--- config.mk ---
export PLATFORM = sky130hd
export DESIGN_NAME = vu_meter_ballistics_peak_clip_hold
export DESIGN_NICKNAME = d
export VERILOG_FILES = /design/src/rtl/vumb_pkg.sv /design/src/rtl/vumb_cfg_regs.sv /design/src/rtl/vumb_core.sv /design/src/rtl/vu_meter_ballistics_peak_clip_hold.sv
export SDC_FILE = /design/constraint.sdc
export NUM_CORES = 1
export LEC_CHECK = 0
export BUFFER_PORTS_ARGS = -buffer_cell sky130_fd_sc_hd__buf_2
export CORE_ASPECT_RATIO = 0.7
export CORE_MARGIN = 3
export CORE_UTILIZATION = 50
export DETAILED_ROUTE_END_ITERATION = 8
export GPL_ROUTABILITY_DRIVEN = 1
export GPL_TIMING_DRIVEN = 0
export PLACE_DENSITY_LB_ADDON = 0.05
export REMOVE_ABC_BUFFERS = 1
export SLEW_MARGIN = 20
export SYNTH_ARGS = -nofsm -noshare
export SYNTH_HDL_FRONTEND = slang
export SYNTH_SLANG_ARGS = --single-unit
--- constraint.sdc ---
create_clock -name clk_i -period 8.6 [get_ports clk_i]
set_input_delay 0.43 -clock clk_i [delete_from_list [all_inputs] [get_ports clk_i]]
set_output_delay 0.43 -clock clk_i [all_outputs]
set_load 0.01 [all_outputs]
--- src/rtl/vumb_pkg.sv ---
// Package for the level meter with ballistics, peak hold and clip hold.
// Types, register indexes, item kinds and level constants; no dependencies.
`timescale 1ns / 1ps

package vumb_pkg;

  localparam int LEVEL_FRAC_BITS = 14;
  localparam int LVL_W           = 15;
  localparam int AGE_W           = 11;
  localparam int TICKS_W         = 10;
  localparam int CFG_IDX_W       = 3;
  localparam int CFG_DATA_W      = 15;

  localparam logic [LVL_W-1:0] LVL_ONE = LVL_W'(1 << LEVEL_FRAC_BITS);
  localparam logic [LVL_W-1:0] LVL_MAX = LVL_W'((1 << LEVEL_FRAC_BITS)
                                               + (1 << (LEVEL_FRAC_BITS - 1)));
  localparam logic [AGE_W-1:0] AGE_SAT = AGE_W'(1 << TICKS_W);

  typedef enum logic [2:0] {
    KIND_TICK      = 3'd0,
    KIND_LVL_AUTO  = 3'd1,
    KIND_LVL_FLAG  = 3'd2,
    KIND_RST_PEAK  = 3'd3,
    KIND_RST_CLIP  = 3'd4,
    KIND_RST_BOTH  = 3'd5
  } kind_e;

  typedef enum logic [CFG_IDX_W-1:0] {
    REG_RISE_RATE   = 3'd0,
    REG_FALL_RATE   = 3'd1,
    REG_PEAK_EN     = 3'd2,
    REG_PEAK_TICKS  = 3'd3,
    REG_CLIP_TICKS  = 3'd4,
    REG_DECAY_STEP  = 3'd5,
    REG_YELLOW_THR  = 3'd6,
    REG_RED_THR     = 3'd7
  } reg_idx_e;

  typedef enum logic [1:0] {
    ZONE_GREEN  = 2'd0,
    ZONE_YELLOW = 2'd1,
    ZONE_RED    = 2'd2
  } zone_e;

  typedef struct packed {
    logic [LVL_W-1:0]   rise_rate;
    logic [LVL_W-1:0]   fall_rate;
    logic               peak_en;
    logic [TICKS_W-1:0] peak_ticks;
    logic [TICKS_W-1:0] clip_ticks;
    logic [LVL_W-1:0]   decay_step;
    logic [LVL_W-1:0]   yellow_thr;
    logic [LVL_W-1:0]   red_thr;
  } cfg_t;

  typedef struct packed {
    logic             changed;
    zone_e            peak_zone;
    zone_e            display_zone;
    logic             clip_lit;
    logic [LVL_W-1:0] peak_level;
    logic [LVL_W-1:0] display_level;
  } result_t;

  function automatic zone_e zone_of(logic [LVL_W-1:0] v, logic [LVL_W-1:0] yellow,
                                    logic [LVL_W-1:0] red);
    zone_e z;
    if (v >= red) begin
      z = ZONE_RED;
    end else if (v >= yellow) begin
      z = ZONE_YELLOW;
    end else begin
      z = ZONE_GREEN;
    end
    return z;
  endfunction

endpackage

--- src/rtl/vumb_cfg_regs.sv ---
// Configuration register file of the level meter.
// Depends on vumb_pkg for the register indexes and the cfg_t struct.
`timescale 1ns / 1ps

module vumb_cfg_regs import vumb_pkg::*; (
  input  logic                  clk_i,
  input  logic                  rst_ni,
  input  logic                  wr_en_i,
  input  logic [CFG_IDX_W-1:0]  wr_idx_i,
  input  logic [CFG_DATA_W-1:0] wr_data_i,
  output cfg_t                  cfg_o
);

  cfg_t cfg_q, cfg_d;

  always_comb begin
    cfg_d = cfg_q;
    if (wr_en_i) begin
      unique case (reg_idx_e'(wr_idx_i))
        REG_RISE_RATE:  cfg_d.rise_rate  = wr_data_i[LVL_W-1:0];
        REG_FALL_RATE:  cfg_d.fall_rate  = wr_data_i[LVL_W-1:0];
        REG_PEAK_EN:    cfg_d.peak_en    = wr_data_i[0];
        REG_PEAK_TICKS: cfg_d.peak_ticks = wr_data_i[TICKS_W-1:0];
        REG_CLIP_TICKS: cfg_d.clip_ticks = wr_data_i[TICKS_W-1:0];
        REG_DECAY_STEP: cfg_d.decay_step = wr_data_i[LVL_W-1:0];
        REG_YELLOW_THR: cfg_d.yellow_thr = wr_data_i[LVL_W-1:0];
        REG_RED_THR:    cfg_d.red_thr    = wr_data_i[LVL_W-1:0];
        default: ;
      endcase
    end
  end

  always_ff @(posedge clk_i or negedge rst_ni) begin
    if (!rst_ni) begin
      cfg_q.rise_rate  <= LVL_W'(4096);
      cfg_q.fall_rate  <= LVL_W'(819);
      cfg_q.peak_en    <= 1'b1;
      cfg_q.peak_ticks <= TICKS_W'(50);
      cfg_q.clip_ticks <= TICKS_W'(100);
      cfg_q.decay_step <= LVL_W'(328);
      cfg_q.yellow_thr <= LVL_W'(11469);
      cfg_q.red_thr    <= LVL_W'(14746);
    end else begin
      cfg_q <= cfg_d;
    end
  end

  assign cfg_o = cfg_q;

endmodule

--- src/rtl/vumb_core.sv ---
// Meter state and its one-word update: slew, peak hold, clip hold, resets.
// Depends on vumb_pkg; produces the result word for the updated state.
`timescale 1ns / 1ps

module vumb_core import vumb_pkg::*; (
  input  logic        clk_i,
  input  logic        rst_ni,
  input  logic        step_i,
  input  logic [2:0]  kind_i,
  input  logic [15:0] level_i,
  input  logic        clip_in_i,
  input  cfg_t        cfg_i,
  output result_t     res_o
);

  logic [LVL_W-1:0] shown_q, shown_d, goal_q, goal_d, peak_q, peak_d;
  logic [AGE_W-1:0] peak_age_q, peak_age_d, clip_age_q, clip_age_d;
  logic             clip_q, clip_d;
  logic             chg;

  logic [AGE_W-1:0] peak_age_inc, clip_age_inc;
  logic [LVL_W:0]   rise_sum;
  logic [LVL_W-1:0] shown_gap, slew_lvl, clamp_lvl;
  logic             auto_clip;

  assign peak_age_inc = (peak_age_q < AGE_SAT) ? peak_age_q + AGE_W'(1) : peak_age_q;
  assign clip_age_inc = (clip_age_q < AGE_SAT) ? clip_age_q + AGE_W'(1) : clip_age_q;

  assign rise_sum  = {1'b0, shown_q} + {1'b0, cfg_i.rise_rate};
  assign shown_gap = shown_q - goal_q;

  always_comb begin
    slew_lvl = shown_q;
    if (shown_q < goal_q) begin
      slew_lvl = (rise_sum < {1'b0, goal_q}) ? rise_sum[LVL_W-1:0] : goal_q;
    end else if (shown_q > goal_q) begin
      slew_lvl = (shown_gap <= cfg_i.fall_rate) ? goal_q : shown_q - cfg_i.fall_rate;
    end
  end

  always_comb begin
    if (level_i[15]) begin
      clamp_lvl = '0;
    end else if (level_i[LVL_W-1:0] > LVL_MAX) begin
      clamp_lvl = LVL_MAX;
    end else begin
      clamp_lvl = level_i[LVL_W-1:0];
    end
  end

  assign auto_clip = !level_i[15] && (level_i[LVL_W-1:0] >= LVL_ONE);

  always_comb begin
    shown_d    = shown_q;
    goal_d     = goal_q;
    peak_d     = peak_q;
    peak_age_d = peak_age_q;
    clip_d     = clip_q;
    clip_age_d = clip_age_q;
    chg        = 1'b0;
    case (kind_e'(kind_i))
      KIND_TICK: begin
        peak_age_d = peak_age_inc;
        clip_age_d = clip_age_inc;
        shown_d    = slew_lvl;
        chg        = (shown_q != goal_q);
        if (cfg_i.peak_en) begin
          if (slew_lvl > peak_q) begin
            peak_d     = slew_lvl;
            peak_age_d = '0;
            chg        = 1'b1;
          end else if ((peak_q != '0) && (peak_age_inc > {1'b0, cfg_i.peak_ticks})) begin
            peak_d = (peak_q > cfg_i.decay_step) ? peak_q - cfg_i.decay_step : '0;
            chg    = 1'b1;
          end
        end
        if (clip_q && (clip_age_inc > {1'b0, cfg_i.clip_ticks})) begin
          clip_d = 1'b0;
          chg    = 1'b1;
        end
      end
      KIND_LVL_AUTO: begin
        goal_d = clamp_lvl;
        if (auto_clip) begin
          clip_d     = 1'b1;
          clip_age_d = '0;
        end
      end
      KIND_LVL_FLAG: begin
        goal_d = clamp_lvl;
        if (clip_in_i) begin
          clip_d     = 1'b1;
          clip_age_d = '0;
        end
      end
      KIND_RST_PEAK: begin
        peak_d     = '0;
        peak_age_d = AGE_SAT;
        chg        = 1'b1;
      end
      KIND_RST_CLIP: begin
        clip_d     = 1'b0;
        clip_age_d = AGE_SAT;
        chg        = 1'b1;
      end
      KIND_RST_BOTH: begin
        peak_d     = '0;
        peak_age_d = AGE_SAT;
        clip_d     = 1'b0;
        clip_age_d = AGE_SAT;
        chg        = 1'b1;
      end
      default: ;
    endcase
  end

  always_ff @(posedge clk_i or negedge rst_ni) begin
    if (!rst_ni) begin
      shown_q    <= '0;
      goal_q     <= '0;
      peak_q     <= '0;
      peak_age_q <= AGE_SAT;
      clip_q     <= 1'b0;
      clip_age_q <= AGE_SAT;
    end else if (step_i) begin
      shown_q    <= shown_d;
      goal_q     <= goal_d;
      peak_q     <= peak_d;
      peak_age_q <= peak_age_d;
      clip_q     <= clip_d;
      clip_age_q <= clip_age_d;
    end
  end

  always_comb begin
    res_o.display_level = shown_d;
    res_o.peak_level    = peak_d;
    res_o.clip_lit      = clip_d;
    res_o.display_zone  = zone_of(shown_d, cfg_i.yellow_thr, cfg_i.red_thr);
    res_o.peak_zone     = zone_of(peak_d, cfg_i.yellow_thr, cfg_i.red_thr);
    res_o.changed       = chg;
  end

endmodule

--- src/rtl/vu_meter_ballistics_peak_clip_hold.sv ---
// Level meter with ballistics, peak hold and clip hold, unsigned Q1.14 levels.
// Depends on vumb_pkg, vumb_cfg_regs and vumb_core.
`timescale 1ns / 1ps

// One word in, one result word out. Each word passes an input register, the
// update logic that also writes the meter state, and an output register. A
// new word is taken every cycle while the output is not stalled; the state
// update of one word is the only dependency between words and it is written
// together with the output register. Word kinds on tuser: tick, level with
// automatic clip, level with explicit clip flag, reset peak, reset clip,
// reset both. Write configuration only while no word is in flight.
module vu_meter_ballistics_peak_clip_hold import vumb_pkg::*; (
  input  logic                  clk_i,
  input  logic                  rst_ni,
  input  logic                  s_axis_tvalid,
  output logic                  s_axis_tready,
  input  logic [23:0]           s_axis_tdata,  // level[15:0], clip_in[16], zero pad
  input  logic [2:0]            s_axis_tuser,  // kind[2:0]
  output logic                  m_axis_tvalid,
  input  logic                  m_axis_tready,
  output logic [39:0]           m_axis_tdata,  // display_level[14:0], peak_level[29:15],
                                               // clip_lit[30], display_zone[32:31],
                                               // peak_zone[34:33], changed[35], zero pad
  input  logic                  cfg_valid_i,
  output logic                  cfg_ready_o,
  input  logic [CFG_IDX_W-1:0]  cfg_index_i,
  input  logic [CFG_DATA_W-1:0] cfg_data_i
);

  cfg_t    cfg;
  result_t res;

  logic        in_vld_q;
  logic [2:0]  kind_q;
  logic [15:0] level_q;
  logic        clip_in_q;
  logic        out_vld_q;
  result_t     out_q;
  logic        step;

  assign cfg_ready_o   = 1'b1;
  assign step          = in_vld_q && (!out_vld_q || m_axis_tready);
  assign s_axis_tready = !in_vld_q || step;

  vumb_cfg_regs u_cfg (
    .clk_i     (clk_i),
    .rst_ni    (rst_ni),
    .wr_en_i   (cfg_valid_i),
    .wr_idx_i  (cfg_index_i),
    .wr_data_i (cfg_data_i),
    .cfg_o     (cfg)
  );

  vumb_core u_core (
    .clk_i     (clk_i),
    .rst_ni    (rst_ni),
    .step_i    (step),
    .kind_i    (kind_q),
    .level_i   (level_q),
    .clip_in_i (clip_in_q),
    .cfg_i     (cfg),
    .res_o     (res)
  );

  always_ff @(posedge clk_i or negedge rst_ni) begin
    if (!rst_ni) begin
      in_vld_q  <= 1'b0;
      out_vld_q <= 1'b0;
    end else begin
      if (s_axis_tready) begin
        in_vld_q <= s_axis_tvalid;
      end
      if (step) begin
        out_vld_q <= 1'b1;
      end else if (m_axis_tready) begin
        out_vld_q <= 1'b0;
      end
    end
  end

  always_ff @(posedge clk_i) begin
    if (s_axis_tready && s_axis_tvalid) begin
      kind_q    <= s_axis_tuser;
      level_q   <= s_axis_tdata[15:0];
      clip_in_q <= s_axis_tdata[16];
    end
    if (step) begin
      out_q <= res;
    end
  end

  assign m_axis_tvalid = out_vld_q;
  assign m_axis_tdata  = {4'b0, out_q};

endmodule

==> results.sh <==
export IMPL_run_status="complete, no violations"
export IMPL_floorplan_die_area_um2=33600
export IMPL_asyncSetResetFlopFracSynth=0.748
export IMPL_hold_class="in2reg"
export IMPL_critical_path_reg2reg_startpoint="u_core.shown_q[0]"
export IMPL_area_of_the_multi_input_gates_um2=9370
export IMPL_firstDrtPassIters=5
export IMPL_worst_path_max_fanout=9
export IMPL_timing_critical_path_depth=43
export IMPL_drtIter0Drc=831
export IMPL_cp_end_kind="flip-flop"
export IMPL_layout_worst_path_cycle_share=0.975
export IMPL_netlist_cell_type_count=85
export IMPL_route_detailed_wl_per_inst_um=20.5
export IMPL_synthToLayoutAreaGrowth_pct=14.6
export IMPL_tightest_slew_ns=1.13
export IMPL_maxSlewHeadroom=0.246
export IMPL_area_sequential_um2=5880
export IMPL_critical_path_startpoint_type="flip-flop"
export IMPL_die_height_um=154
export IMPL_worst_setup_hold_path_clk_slew_ns=0.07
export IMPL_cpMaxStageDelayCell="sky130_fd_sc_hd__dfrtp_1"
export IMPL_tritoncts="built"
export IMPL_grt_use_total=0.261
export IMPL_commonest_cells_after_routing_fill_and_taps_aside="sky130_fd_sc_hd__ha_1, sky130_fd_sc_hd__nand2_1, sky130_fd_sc_hd__inv_1"
export IMPL_fill_cells=2645
export IMPL_drcViolationCount=0
export IMPL_ys_warn_count=0
export IMPL_global_route_overflow_total=0
export IMPL_finalNetCount=1956
export IMPL_cts_sinks=222
export IMPL_grt_start_max_net_pins=89
export IMPL_floorplan_die_width_um=218
export IMPL_antenna_found_initial=0
export IMPL_crit_end="m_axis_tdata[33]"
export IMPL_starting_density=0.515
export IMPL_setup_tns_ns=0
export IMPL_worst_r2r_endpoint="m_axis_tdata[33]"
export IMPL_rows=53
export IMPL_leading_cell_types_by_total_area_after_synthesis="sky130_fd_sc_hd__dfrtp_1, sky130_fd_sc_hd__ha_1, sky130_fd_sc_hd__edfxtp_1"
export IMPL_synth_area_um2=15700
export IMPL_detail_route_vias_per_cell=5.90
export IMPL_final_area_um2=18000
export IMPL_synth_sequential_area_ratio=0.375
export IMPL_non_filler_instances=2147
export IMPL_vias=12700
export IMPL_place_detailed_hpwl_um=33400
export IMPL_worst_ep_arrival_time_ns=8.68
export IMPL_timing_critical_path_slowest_cell_delay_ns=0.43
export IMPL_first_global_vias=12100
export IMPL_wirelength_um=44100
export IMPL_cts_path_max_buffers=3
export IMPL_hold_path_cell_count=1
export IMPL_rrSetupSlack_ns=0.21
export IMPL_floorplan_core_area_um2=30400
export IMPL_synth_top_area_frac=0.209
export IMPL_placed_cell_area_um2=16600
export IMPL_setup_worst_path_start="u_core.shown_q[0]"
export IMPL_clock_latency_reported_for_the_late_side_of_the_worst_skew_pair_ns=0.56
export IMPL_antenna_cells_inserted=0
export IMPL_wire_length_of_the_first_global_routing_pass_um=68900
export IMPL_worst_path_dominant_cell_family="compound AO/OA/AOI/OAI gates"
export IMPL_report_final_hold_viol_count=0
export IMPL_finalCoreUtilization=0.591
export IMPL_dp_cells=2072
export IMPL_yosysTopAreaCell="sky130_fd_sc_hd__dfrtp_1"
export IMPL_highest_attainable_clock_frequency_mhz=119
export IMPL_gate_count_after_technology_mapping=1620
export IMPL_post_route_min_period_ns=8.39
export IMPL_setup_violations_final=0
export IMPL_route_antenna_remaining_nets=0
export IMPL_cts_root_buf="sky130_fd_sc_hd__clkbuf_16"
export IMPL_cp_buffers_inverters=7
export IMPL_htreeDepth=1
export IMPL_worst_clock_skew_ns=0.0217
export IMPL_synth_flop_cell="sky130_fd_sc_hd__dfrtp_1"
export IMPL_synth_ff_latch_count=222
export IMPL_timing_setup_critical_path_class="reg2reg"
export IMPL_cts_made_buffers=24
export IMPL_ioPinCount=93
export IMPL_final_max_slew_viol_count=0
export IMPL_max_cap_viol_count=0
export IMPL_layout_commonest_cell="sky130_fd_sc_hd__ha_1"
export IMPL_timing_reg2reg_worst_path_depth=43
export IMPL_syn_avg_cell_area_um2=9.68
export IMPL_synth_edf_count=56
export IMPL_placement_io_buffers=80
export IMPL_drive_above_1_share=0.207
export IMPL_required_ns=8.89
export IMPL_finalWeightedCongestion=0.958
==> cell type report <==
cell class	instances	share of cell area
tap	412	0.0287
sequential	222	0.327
inverter	142	0.0297
multi-input combinational	1205	0.521
timing repair buffer	122	0.0459
clock buffer	29	0.0367
clock inverter	15	0.0109
==> flip-flops by register name, indices dropped and copies added (netlist names) <==
signal and flops:
u_core.shown_q 15, u_core.peak_q 15, u_cfg.cfg_o 96, level_q 16
m_axis_tdata 36, u_core.clip_q 1, u_core.peak_age_q 11, m_axis_tvalid 1
u_core.clip_age_q 11, u_core.goal_q 15, kind_q 3, in_vld_q 1
clip_in_q 1
==> how the worst min path moves through the flow <==
stage | startpoint | end | slack, ns
2_1_floorplan | rst_ni | in_vld_q | 0.13
3_3_place_gp | in_vld_q | m_axis_tvalid | 0.47
3_5_place_dp | level_q[3] | u_core.goal_q[3] | 0.48
4_1_cts | s_axis_tuser[2] | kind_q[2] | 0.03
5_1_grt | s_axis_tdata[8] | level_q[8] | 0.03
6_report | s_axis_tuser[2] | kind_q[2] | 0.05
==> metal layers <==
metal	wire length, µm	vias up	GRT usage
met1	22500	6133	0.411
met3	3160	55	0.0568
met4	882	0	0.0490
met5	0	-	0
met2	17500	368	0.367
li1	-	6121	-
==> synthesized netlist by cell type, drive strengths merged (5+ instances only) <==
library cell,count
dfrtp,131
o221ai,12
and4,6
nand2b,21
or3,8
nand4,26
dfstp,35
nor2,74
mux2i,11
a22o,31
a32o,9
xor2,15
nor4,10
o31ai,14
nor2b,24
nand2,148
o2111ai,6
a21oi,94
o21a,20
o21ai,115
and2,5
or4,5
nand3,33
and3,13
a21boi,7
mux2,82
a211o,5
clkbuf,39
ha,185
xnor2,43
a211oi,16
edfxtp,56
buf,17
a21o,37
o21bai,8
nor3,20
o211ai,27
a31oi,9
o22ai,5
inv,141
==> cell families after synthesis <==
family                   after synthesis  share of synthesized area
XOR/XNOR                              58                     0.0324
multiplexers                          93                     0.0667
AND/OR/NAND/NOR                      410                      0.128
buffers and inverters                198                     0.0509
other                                  2                   0.000479
adder cells (fa/ha/maj)              189                      0.153
flip-flops                           222                      0.375
AO/OA/AOI/OAI                        448                      0.194
==> worst register-to-register path, delay by kind of cell, from the launching register on <==
family / cells / cell delay [ns]
AOI/OAI and AO/OA: 20 / 3.72
xor gates and xnor gates: 1 / 0.14
adders and majority gates: 5 / 1.36
buffers and inverters: 7 / 0.82
DFF: 1 / 0.43
and+or+nand+nor: 10 / 1.65
==> through the flow <==
| stage | hold WS (ns) | setup slack, ns |
|---|---|---|
| global placement | 0.473 | -2.60 |
| floorplan | 0.134 | 0.250 |
| finish | 0.0497 | 0.214 |
| detailed placement | 0.481 | -1.67 |
| CTS | 0.0261 | 0.0236 |
| global route | 0.0296 | -0.104 |
==> what timing repair did <==
| action | CTS | global route |
|---|---|---|
| endpoints found under the setup margin | 3 | 2 |
| gates cloned | 2 | 0 |
| pin swaps | 7 | 22 |
| endpoints found under the hold margin | 67 | 0 |
| gates resized for setup | 24 | 43 |
| setup buffers | 15 | 13 |
| hold buffers | 1 | 0 |
Power is not shown: default switching activity piles up to over one toggle a cycle in this logic, so the estimate is an artifact.
